**config.mk**
```make
export PLATFORM = sky130hd
export DESIGN_NAME = mekd_outq
export DESIGN_NICKNAME = d
export VERILOG_FILES = /design/src/mekd_pkg.sv /design/src/mekd_outq.sv
export SDC_FILE = /design/constraint.sdc
export NUM_CORES = 1
export LEC_CHECK = 0
export ABC_CLOCK_PERIOD_IN_PS = 3200
export BUFFER_PORTS_ARGS = -buffer_cell sky130_fd_sc_hd__buf_2
export CAP_MARGIN = 20
export CELL_PAD_IN_SITES_DETAIL_PLACEMENT = 0
export CELL_PAD_IN_SITES_GLOBAL_PLACEMENT = 1
export CORE_MARGIN = 1.5
export CORE_UTILIZATION = 35
export CTS_CLUSTER_DIAMETER = 80
export DETAILED_ROUTE_END_ITERATION = 12
export HOLD_SLACK_MARGIN = 0.02
export PLACE_DENSITY = 0.66
export SLEW_MARGIN = 15
export SYNTH_ARGS = -nofsm -noshare
export SYNTH_HDL_FRONTEND = slang
export SYNTH_SLANG_ARGS = --single-unit
```
**constraint.sdc**
```tcl
create_clock -name clk -period 3.2 [get_ports clk]
set_input_delay 0.16 -clock clk [delete_from_list [all_inputs] [get_ports clk]]
set_output_delay 0.16 -clock clk [all_outputs]
set_load 0.01 [all_outputs]
```
**src/mekd_pkg.sv**
```systemverilog
// ----------------------------------------------------------------------------
// mekd_pkg
// Shared types and constants for the mouse event keycode and drag detector.
// ----------------------------------------------------------------------------
package mekd_pkg;

  // event kinds
  localparam logic [3:0] FUNC_LDOWN  = 4'd0;
  localparam logic [3:0] FUNC_LUP    = 4'd1;
  localparam logic [3:0] FUNC_RDOWN  = 4'd2;
  localparam logic [3:0] FUNC_RUP    = 4'd3;
  localparam logic [3:0] FUNC_MDOWN  = 4'd4;
  localparam logic [3:0] FUNC_MUP    = 4'd5;
  localparam logic [3:0] FUNC_WHEEL  = 4'd6;
  localparam logic [3:0] FUNC_XDOWN  = 4'd7;
  localparam logic [3:0] FUNC_XUP    = 4'd8;
  localparam logic [3:0] FUNC_HWHEEL = 4'd9;
  localparam logic [3:0] FUNC_MOVE   = 4'd10;

  // pseudo key codes
  localparam logic [3:0] KEY_DRAG       = 4'd0;
  localparam logic [3:0] KEY_WHEEL_UP   = 4'd4;
  localparam logic [3:0] KEY_WHEEL_DN   = 4'd5;
  localparam logic [3:0] KEY_EXTRA1     = 4'd6;
  localparam logic [3:0] KEY_EXTRA2     = 4'd7;
  localparam logic [3:0] KEY_HWHEEL_RT  = 4'd8;
  localparam logic [3:0] KEY_HWHEEL_LT  = 4'd9;

  localparam logic [15:0] XBTN_1 = 16'd1;
  localparam logic [15:0] XBTN_2 = 16'd2;

  // register indexes
  localparam logic [1:0] REG_ENABLE    = 2'd0;
  localparam logic [1:0] REG_MAP_EN    = 2'd1;
  localparam logic [1:0] REG_THRESHOLD = 2'd2;

  // result queue
  localparam int OQ_DEPTH = 4;
  localparam int OQ_PTR_W = $clog2(OQ_DEPTH);
  localparam int OQ_CNT_W = $clog2(OQ_DEPTH + 1);

  typedef struct packed {
    logic [3:0] key_code;
    logic       release_res;
    logic       mouse_tag;
    logic       last;
  } result_t;

  typedef struct packed {
    logic button_held;
    logic drag_active;
  } status_t;

endpackage

```
**src/mekd_outq.sv**
```systemverilog
// ----------------------------------------------------------------------------
// mekd_outq
// Small result queue; takes up to two results per cycle, hands out one.
// ----------------------------------------------------------------------------
module mekd_outq (
  input  logic                          clk,
  input  logic                          rst,
  input  logic [1:0]                    push_count,
  input  mekd_pkg::result_t             push0,
  input  mekd_pkg::result_t             push1,
  input  logic                          pop,
  output mekd_pkg::result_t             head,
  output logic                          not_empty,
  output logic [mekd_pkg::OQ_CNT_W-1:0] level
);

  mekd_pkg::result_t                   mem [mekd_pkg::OQ_DEPTH];
  logic [mekd_pkg::OQ_PTR_W-1:0]       wr_ptr;
  logic [mekd_pkg::OQ_PTR_W-1:0]       rd_ptr;
  logic [mekd_pkg::OQ_CNT_W-1:0]       count;
  logic [mekd_pkg::OQ_PTR_W-1:0]       wr_ptr_p1;

  assign wr_ptr_p1 = wr_ptr + 1'b1;

  always_ff @(posedge clk) begin
    if (push_count != 2'd0) begin
      mem[wr_ptr] <= push0;
    end
    if (push_count == 2'd2) begin
      mem[wr_ptr_p1] <= push1;
    end
  end

  always_ff @(posedge clk) begin
    if (rst) begin
      wr_ptr <= '0;
      rd_ptr <= '0;
      count  <= '0;
    end else begin
      wr_ptr <= wr_ptr + mekd_pkg::OQ_PTR_W'(push_count);
      if (pop) begin
        rd_ptr <= rd_ptr + 1'b1;
      end
      count <= count + mekd_pkg::OQ_CNT_W'(push_count) -
               mekd_pkg::OQ_CNT_W'(pop);
    end
  end

  assign head      = mem[rd_ptr];
  assign not_empty = (count != '0);
  assign level     = count;

endmodule

```
# Word level (Yosys, flattened, before mapping)
# Memory sizes are Yosys's and may differ from the RTL's. A register that Yosys moved wholly into a read port is not among the register bits.
# Cells that the tools add are included.
# totals
ff_bits,7
ramBits,28
inputBits,19
word_cells,18
n_memories,1
# memory_table
name,depth,width,rd,rd_clocked_by_memory_dff,wr,line_no,text
mem,4,7,1,1,2,mekd_outq.sv:17,mekd_pkg::result_t mem [mekd_pkg::OQ_DEPTH];
# classes
n_addsub,5
eq_ne,1
n_mux,6
reduce_logical,2
# op_table
operator,n
"adder 2 x 1 -> 2 bit, second input constant",2
2-to-1 mux 1 bit,4
2-to-1 mux 2 bit,2
adder 3 x 2 -> 3 bit,1
nonzero test 3 bit,1
subtractor 3 x 1 -> 3 bit,1
adder 2 bit,1
"== test 2 bit, second input constant",1
nonzero test 2 bit,1

# Depth between registers and ports, before layout
# Gate-level depths: netlist (run 1).
# depth
depth_word,3
mapped_depth,7
mapped_depth_nobuf,7

# Least setup slack after synthesis (run 1)
# No wires, ideal clock.
# synth_timing
path_type,reg-to-reg
startpoint,"reg count, in the netlist level[0]"
endpoint,"reg count, in the netlist level[2]"
setup_time_ps,110
arrival_ps,1470
slack_ps,1620
stages_incl_launch_ff,8
path_buffers,0
synth_period_minus_slack_ps,1580
cell_sequence,dfxtp_1 inv_1 ha_1 inv_1 ha_1 fa_1 xnor3_1 nor2_1
# synth_between
elab_chain_len,2
# synth_rtl
item,line_no,text
from (decl),mekd_outq.sv:20,logic [mekd_pkg::OQ_CNT_W-1:0] count;
from (signal assigned),mekd_outq.sv:44,count <= count + mekd_pkg::OQ_CNT_W'(push_count) -
adder 3 x 2 -> 3 bit,mekd_outq.sv:44,
subtractor 3 x 1 -> 3 bit,mekd_outq.sv:44,
# Every way passes these cells.
# A chain may end at the register's enable or synchronous reset.

==> results of run 1 <==
-- logic make-up (layout without fill, tap and decap cells) --
group | after synthesis | in the layout
flip-flops | 37 | 37
multiplexers | 36 | 36
AND/OR/NAND/NOR | 16 | 16
buffers and inverters | 14 | 46
adder cells (fa/ha/maj) | 5 | 5
AO/OA/AOI/OAI | 5 | 5
XOR/XNOR | 3 | 3
-- synth_stat cells --
cell / instances
a21bo_2: 1
a21o_1: 1
a21oi_1: 1
buf_1: 1
buf_2: 7
dfxtp_1: 9
edfxtp_1: 28
fa_1: 1
ha_1: 4
inv_1: 6
mux2_1: 1
mux2_2: 27
mux2i_1: 1
mux4_2: 7
nand3b_1: 1
nand4b_1: 1
nor2_1: 6
nor2b_1: 4
nor4b_4: 1
nor4bb_1: 2
o21ba_2: 1
o31ai_1: 1
or3_1: 1
xnor2_1: 1
xnor3_1: 2
-- metrics by stage --
stage,hold WS (ps),cells,util (%),total power (uW)
final,138,218,42.5,1270
after detailed placement,450,210,40.3,885
after global routing,160,218,42.5,1340
after global placement,442,210,40.3,875
after floorplan,232,116,-,792
after CTS,132,218,42.5,1290
-- registers in the layout, indices dropped and copies added, names as in the netlist, named ones only --
name,cells
level,3
mem,28
rd_ptr,2
wr_ptr,2
-- per-layer routing --
layer  global-route usage, %  part of all wire (%)
met2                    25.0                    51
met1                    15.6                    43
met4                    4.76                   1.6
met3                    3.84                   4.2
met5                       0                     0
-- cell type report --
| cell class | count | area (um2) |
|---|---|---|
| clock inverters | 2 | 38.8 |
| inverters | 6 | 22.5 |
| well taps | 70 | 87.6 |
| clock buffers | 6 | 72.6 |
| flip-flops and latches | 37 | 1020 |
| multi-input cells | 65 | 761 |
| repair buffers | 32 | 168 |
| fillers | 494 | 2940 |
-- worst max-delay path, cell delays in order (launching register included) --
cell	delay [ps]
dfxtp_1	660
mux4_2	570
buf_2	150
-- power breakdown --
part | total [uW] | switching, uW | leakage (uW) | internal (uW)
registers | 618 | 36.7 | 0.000337 | 582
clock network | 399 | 165 | 0.0000554 | 234
logic | 249 | 111 | 0.000435 | 138
total | 1270 | 313 | 0.000828 | 954
-- final timing paths --
| kind | startpoint | end | slack, ps | cells after the start |
|---|---|---|---|---|
| setup reg to reg | wr_ptr[0] | mem[3][1] | 1450 | 2 |
| hold / removal | rst | level[2] | 140 | 2 |
| hold reg to reg | rd_ptr[0] | rd_ptr[1] | 560 | 2 |
| setup / recovery | flop | head[6] | 1360 | 2 |
==> impl_results.md, run 1 <==
* Post-route ant nets at 0
* Nets at about 170
* Most frequent cells in the layout: 29 x buf_2, 28 x edfxtp_1, 27 x mux2_2
* Area of the core at ~5000 um2
* Initial DRC Count at 18
* DR WL/cell at about 16 um
* Vias at 1018
* First-pass detailed-route iteration total at 4
* Antenna violations before repair at 0
* Post-Synthesis Cells at approximately 120
* DIE WIDTH at 75.6 um
* Remaining Overflow, GRT at 0
* Slew @ Worst Pin at 900 ps
* CTS tree: built
* Fraction of layout cells with a size suffix above 1 at roughly half
* Crit path DAT at ~1700 ps
* Net count after synthesis at 140
* Synth area leaders: edfxtp_1 46%, mux2_2 16%, dfxtp_1 9.8%, mux4_2 8.6%, ha_1 2.7%
* Yosys warns at 0
* Number of buffers inserted by hold repair at cts at 0
* Multiplexer area fraction after synthesis at between 20% and 30%
* Clock Latency Late Sink at roughly 290 ps
* Post-CTS setup buffers at 0
* Clock buffer depth at 2
* Critical Path RT at between 3000 and 4000 ps
* Antenna diodes at 0
* PortBufs at 29
* Tmin final at ~1800 ps
* Number of core rows at 26
* Max_slew headroom at around 40%
* Post-synthesis compound-gate area fraction at ~2.2%
* Leading cell type in the layout, fill and taps excluded: buf_2
* P_leak at roughly 0.00083 uW
* Clock root buffer: clkbuf_8
* Chip height at 75.6 um
* TNS Setup at 0 ps
* I/O pin total at 30
* Final Hold Viols at 0
* Crit Path Class: reg2out
* #FFs+latches synth at 37
* DRC viols at 0
* CTS Sinks at 37
* Synth Area in Adders at between 3 and 4%
* HPWL after DPL at 2500 um
* Layout Skew at between 8 and 9 ps
* Cts repair resizes at 0
* Yosys cell types at 25
* Pin count of the biggest net entering global routing at 13
* RSZ-0062 raised after global routing: false
* Tcrit/Tclk final at 57.5%
* Critical path peak fanout at 7
* Largest family of logic cells by synthesized area: multiplexers
* Startpoint types: flop
* Initial Util at between 30% and 40%
* Final count of negative-setup-slack endpoints at 0
* Area share of the largest cell type after synthesis at 45.6%
* Post-Syn Area at between 1500 and 2000 um2
* Gr usage total at approximately 14%
* Peak supply drop at between 0.0002 and 0.00025 V
* Vias in the first global route at about 1100
* Setup WS pre-CTS at 1450 ps
* Area grow syn2layout at 17.8%
* Status: complete, no violations
* Largest area contributor in the netlist: edfxtp_1
* Via density at approximately 4.7
* Post-synthesis xor/xnor area fraction at around 2.9%
* Avg Cell Area, Syn at about 16 um2
* First-pass GRT wire length at roughly 5400 um
* Hold crit path type: in2reg
* Die Area at 5710 um2
* Seq/Total Area, Yosys at between 50 and 60%
* Clk slew on worst S/H paths at roughly 80 ps
* Max Cap Violations at 0
* Fmax at between 0.5 and 0.6 GHz
* CTS H-Tree Depth at 2
* CP Capture Type: output port
* Total CTS buffers at 5
* Setup ws final at roughly 1400 ps
* Synth Area in Simple Gates at under 10%
* Max-slew violation count at 0
* Fin area at ~2200 um2
* WL final at ~3500 um
* Power per Cell Area at approximately 580 nW/um2
* Final GP Congestion at about 0.74
* Post-DP Area at 2060 um2
Note: power is estimated with default switching activity, not from simulation.
==> inputs of run 2 (changes only) <==
--- a/config.mk
+++ b/config.mk
@@ -5,7 +5,7 @@
 export SDC_FILE = /design/constraint.sdc
 export NUM_CORES = 1
 export LEC_CHECK = 0
-export ABC_CLOCK_PERIOD_IN_PS = 3200
+export ABC_CLOCK_PERIOD_IN_PS = 1500
 export BUFFER_PORTS_ARGS = -buffer_cell sky130_fd_sc_hd__buf_2
 export CAP_MARGIN = 20
 export CELL_PAD_IN_SITES_DETAIL_PLACEMENT = 0
@@ -15,7 +15,7 @@
 export CTS_CLUSTER_DIAMETER = 80
 export DETAILED_ROUTE_END_ITERATION = 12
 export HOLD_SLACK_MARGIN = 0.02
-export PLACE_DENSITY = 0.66
+export PLACE_DENSITY = 0.69
 export SLEW_MARGIN = 15
 export SYNTH_ARGS = -nofsm -noshare
 export SYNTH_HDL_FRONTEND = slang
==> constraint.sdc (replaced) <==
create_clock -name clk -period 1.5 [get_ports clk]
set_input_delay 0.075 -clock clk [delete_from_list [all_inputs] [get_ports clk]]
set_output_delay 0.075 -clock clk [all_outputs]
set_load 0.01 [all_outputs]
==> run 2 against run 1 <==
First-iteration DRC count grew to 3.7 times the previous value. Utilization is 3.4 points higher. Highest routed layer unchanged. Sequential share of layout area is 3.0 points lower. Register-to-register slack worse by 1500 ps. Clock skew is 4.8 ps lower. The flow now finishes with violations (setup timing). Largest power group unchanged. Critical path depth is 1 higher. Design area is 8.0% higher. Die area stayed put.
==> impl_results.md, run 2 (synthesis results as in run 1) <==
* HPWL after DPL at around 2800 um
* Max_slew headroom at about 75%
* Tcrit/Tclk final at 100%
* PortBufs at 29
* Crit path max-delay family: multiplexers
* Largest register FFs at 28
* CP max stage delay at between 500 and 600 ps
* RSZ-0062 raised after global routing: true
* WL final at about 3700 um
* CTS tree: built
* P_leak at 0.000917 uW
* Number of core rows at 26
* Setup ws final at -4.41 ps
* Vias at 1109
* Clk slew on worst S/H paths at roughly 70 ps
* Critical Path RT at ~1400 ps
* Remaining Overflow, GRT at 0
* Slew @ Worst Pin at between 300 and 400 ps
* Crit-path cells: buf_6 -> mux4_2 -> buf_6
* Most frequent cells in the layout: 28 x edfxtp_1, 26 x buf_2, 23 x mux2_2
* Nets at ~190
* Failing checks: setup timing
* DR WL/cell at between 15 and 20 um
* DRC viols at 0
* Final count of negative-setup-slack endpoints at 2
* Slowest CP cell: mux4_2
* Post-DP Area at between 2000 and 2500 um2
* Peak supply drop at approximately 0.00031 V
* Critical path peak fanout at 4
* Clock Latency Late Sink at ~290 ps
* Crit path DAT at approximately 1400 ps
* Area grow syn2layout at 27.2%
* Number of buffers inserted by hold repair at cts at 0
* Final Instance Count excl. Fillers at roughly 230
* CTS H-Tree Depth at 2
* Antenna diodes at 0
* Largest register by flop count: mem
* R2r setup slk at -4 ps
* I/O pin total at 30
* Core Util, Final at a little under half
* Total CTS buffers at 5
* Via density at about 4.8
* Die Area at approximately 5700 um2
* Tmin final at approximately 1500 ps
* Clock root buffer: clkbuf_8
* Max Cap Violations at 0
* CP Capture Type: output port
* Pin count of the biggest net entering global routing at 12
* Fmax at approximately 0.66 GHz
* TNS Setup at -6.28 ps
* Final hold slack at slightly above 40 ps
* Power per Cell Area at approximately 1100 nW/um2
* Initial Util at a little over a third
* First-pass GRT wire length at about 5600 um
* Final Hold Viols at 0
* Vias in the first global route at around 1100
* Post-CTS setup buffers at 0
* Startpoint types: flop
* Buffers plus inverters on the worst setup path at 2
* Hold crit path type: in2reg
* Post-route ant nets at 0
* Crit Path Class: reg2out
* Top cell by count, worst path: buf_6
* DIE WIDTH at roughly 76 um
* Gr usage total at 14.2%
* Area of the core at 5110 um2
* Fin area at roughly 2300 um2
* Clock buffer depth at 2
* Final GP Congestion at a little over 0.7
* Leading cell type in the layout, fill and taps excluded: edfxtp_1
* Chip height at approximately 76 um
* Max-slew violation count at 0
* CTS Sinks at 37
* First-pass detailed-route iteration total at 4
* Layout Skew at 3.62 ps
* Fraction of layout cells with a size suffix above 1 at 62.6%
* Placed cells at approximately 230
* Antenna violations before repair at 0
* Status: complete, but fails checks
* Initial DRC Count at 66
run 2: changes by cell type in the layout (fill, tap and decap cells not counted), moves of 2 or more:
cell and delta:
buf_4 +13, dfxtp_4 +2, inv_2 +2, mux2_4 +5
dfxtp_2 +3, ha_1 -2, mux2_2 -4, clkinv_1 +2
inv_1 -2, buf_2 -3, dfxtp_1 -5, ha_4 +2
buf_6 +5
run 2: path summary, 6_finish.rpt:
kind / start / to / cells past startpoint
setup / recovery: flop / head[1] / 3
hold / removal: rst / wr_ptr[1] / 2
setup reg to reg: level[0] / level[1] / 6
hold reg to reg: rd_ptr[0] / flop / 2
run 2: per-stage QoR:
| stage | setup WS [ps] | total power, uW |
|---|---|---|
| 2_1_floorplan | -1.79 | 1690 |
| 3_3_place_gp | -9.53 | 1920 |
| 3_5_place_dp | -61.3 | 1960 |
| 4_1_cts | -37.1 | 2640 |
| 5_1_grt | -57.7 | 2770 |
| 6_report | -4.41 | 2640 |
run 2: final cells by class:
class	count	area [um2]
inverter	6	22.5
sequential	37	1030
fill	469	2760
multi-input combinational	65	813
clock inverter	3	12.5
tap	70	87.6
clock buffer	5	68.8
timing repair buffer	47	307
run 2: worst register-to-register path, cell delays in order (launching register included):
cell	delay (ps)
dfxtp_2	340
inv_2	40
ha_4	250
inv_2	30
ha_4	140
fa_2	510
nor2b_1	110
run 2: power by group:
group	total, uW	internal [uW]	switching, uW
clock network	658	313	345
registers	1310	1250	63.1
logic	669	387	282
run 2: timing repair:
item | 4_1_cts | 5_1_grt
resized for setup | 9 | 12
endpoints found under the setup margin | 31 | 27
gates cloned | 0 | 0
pin swaps | 2 | 4
run 2: metal layers:
metal	vias to the layer above	global-route usage [%]	wire length [um]
met5	-	0	0
met4	0	5.36	54
met3	6	4.37	122
met2	20	23.9	1960
met1	555	17.1	1560
li1	528	-	-
==> inputs of run 3 (changes only) <==
--- a/config.mk
+++ b/config.mk
@@ -11,11 +11,12 @@
 export CELL_PAD_IN_SITES_DETAIL_PLACEMENT = 0
 export CELL_PAD_IN_SITES_GLOBAL_PLACEMENT = 1
 export CORE_MARGIN = 1.5
-export CORE_UTILIZATION = 35
+export CORE_UTILIZATION = 42
 export CTS_CLUSTER_DIAMETER = 80
 export DETAILED_ROUTE_END_ITERATION = 12
 export HOLD_SLACK_MARGIN = 0.02
-export PLACE_DENSITY = 0.69
+export PLACE_DENSITY = 0.79
+export SKIP_LAST_GASP = 1
 export SLEW_MARGIN = 15
 export SYNTH_ARGS = -nofsm -noshare
 export SYNTH_HDL_FRONTEND = slang
==> run 3 against run 2 <==
The run still ends with setup timing left. Count of clock-buffer cells in the layout is 3 higher. Combinational power down 1%. Worst hold slack better by 4.3 ps.
==> impl_results.md, run 3 (synthesis results as in run 1) <==
* Buffers plus inverters on the worst setup path at 2
* Critical path peak fanout at 3
* Crit Path Class: reg2reg
* Max_slew headroom at ~74%
* Clk slew on worst S/H paths at roughly 70 ps
* Crit-path cells: inv_2 -> ha_4 -> inv_2 -> ha_4 -> fa_2 -> nor2b_1
* DRC viols at 0
* Area of the core at around 4100 um2
* Via density at between 5 and 6
* Status: complete, but fails checks
* Power per Cell Area at about 1200 nW/um2
* Clock buffer depth at 2
* Startpoint types: flop
* CTS H-Tree Depth at 2
* Nets at between 150 and 200
* Hold crit path type: in2reg
* RSZ-0062 raised after global routing: true
* Final Instance Count excl. Fillers at ~210
* Critical Path RT at 1720 ps
* Total power at ~2700 uW
* Slowest CP cell: fa_2
* Crit path depth at 6
* DR WL/cell at between 15 and 20 um
* Largest register FFs at 28
* Die Area at 4790 um2
* Chip height at 69.2 um
* Layout Skew at 4.18 ps
* Final GP Congestion at 0.683
* First-pass GRT wire length at 5890 um
* First-pass detailed-route iteration total at 4
* CTS tree: built
* Hold Crit Depth at 2
* Met3 GRT Util at about 4.5%
* Fillers at 352
* HPWL after DPL at around 2600 um
* Antenna violations before repair at 0
* FF-to-FF path depth at 6
* Clock root buffer: clkbuf_8
* Initial DRC Count at between 100 and 150
* M1 GR Usage at about a fifth
* Peak supply drop at 0.000595 V
* Fraction of layout cells with a size suffix above 1 at roughly three fifths
* TNS Setup at -10.2 ps
* Initial Util at between 40% and 50%
* Post-route ant nets at 0
* Placed cells at 201
* Tcrit/Tclk final at 101%
* Final count of negative-setup-slack endpoints at 1
* CP max stage delay at roughly 500 ps
* Largest register by flop count: mem
* Pin count of the biggest net entering global routing at 12
* Gr usage total at approximately 16%
* Crit path max-delay family: adder cells
* I/O pin total at 30
* Leading cell type in the layout, fill and taps excluded: edfxtp_1
* GR met2 Demand/Resource at a little over a quarter
* Crit path DAT at 1730 ps
* Vias in the first global route at 1142
* PortBufs at 29
* Final Hold Viols at 0
* Vias at 1091
* Post-CTS setup buffers at 0
* Clock Latency Late Sink at around 280 ps
* Antenna diodes at 0
* P_leak at 0.000909 uW
* Remaining Overflow, GRT at 0
* Area grow syn2layout at 25.5%
* Most Crowded Layer GR: met2
* CP Capture Type: flop
* Max Cap Violations at 0
* Failing checks: setup timing
* Max-slew violation count at 0
* WL final at around 3600 um
* Setup ws final at -10.2 ps
* CTS Sinks at 37
* Number of core rows at 23
* Most frequent cells in the layout: 28 x edfxtp_1, 27 x buf_2, 20 x mux2_2
* Tmin final at between 1500 and 2000 ps
* Slew @ Worst Pin at about 380 ps
* Total CTS buffers at 5
* Fmax at between 0.6 and 0.7 GHz
* DIE WIDTH at ~69 um
## run 3: changes by cell type in the layout (fill, tap and decap cells not counted), moves of 2 or more
cell      change
buf_12        +2
buf_4         -4
buf_6         -3
clkbuf_1      +2
clkinv_1      -2
mux2_2        -3
mux2_4        +2
## run 3: what timing repair did
| action | 4_1_cts | 5_1_grt |
|---|---|---|
| resized for setup | 8 | 11 |
| pin swaps | 2 | 4 |
| hold buffers | 0 | 0 |
| setup endpoints to repair | 22 | 27 |
| hold endpoints to repair | 0 | 0 |
## run 3: power by group
part | internal (uW) | switching [uW] | leakage [uW]
combinational | 382 | 279 | 0.000524
sequential | 1250 | 65.2 | 0.000339
clock | 374 | 324 | 0.0000455
total | 2000 | 668 | 0.000909
## run 3: layer usage
layer	vias up	share of wire [%]
li1	523	-
met1	544	45
met2	20	52
met3	4	2.6
met4	0	0.70
met5	-	0
## run 3: worst reg2reg max path: stages, from the launching register on
cell and delay (ps):
dfxtp_2 340, inv_2 50, ha_4 260, inv_2 40, ha_4 150, fa_2 500
nor2b_1 120
## run 3: cell type report
type / instances / area, um2 / share of cell area, %
Timing Repair Buffer: 43 / 288 / 12.4
Inverter: 6 / 22.5 / 0.973
Clock buffer: 8 / 90.1 / 3.89
Sequential cell: 37 / 1030 / 44.5
Multi-Input combinational cell: 65 / 821 / 35.5
Tap cell: 50 / 62.6 / 2.70
## run 3: stage by stage
stage	area [um2]	util [%]	setup slack, ps	hold WS, ps
2_1_floorplan	1850	-	-1.79	139
3_5_place_dp	2150	52.2	-39.1	356
4_1_cts	2270	55.2	-20.0	43.2
6_report	2310	56.2	-10.2	45.0
3_3_place_gp	2150	52.2	30.9	349
5_1_grt	2310	56.2	-70.7	57.8
## run 3: final timing paths
check,slack [ps],start,to
worst min-delay path,40,rst,level[2]
worst min register to register,530,rd_ptr[0],flop
worst max register to register,-10,level[0],level[1]
worst max-delay path,-10,level[0],level[1]
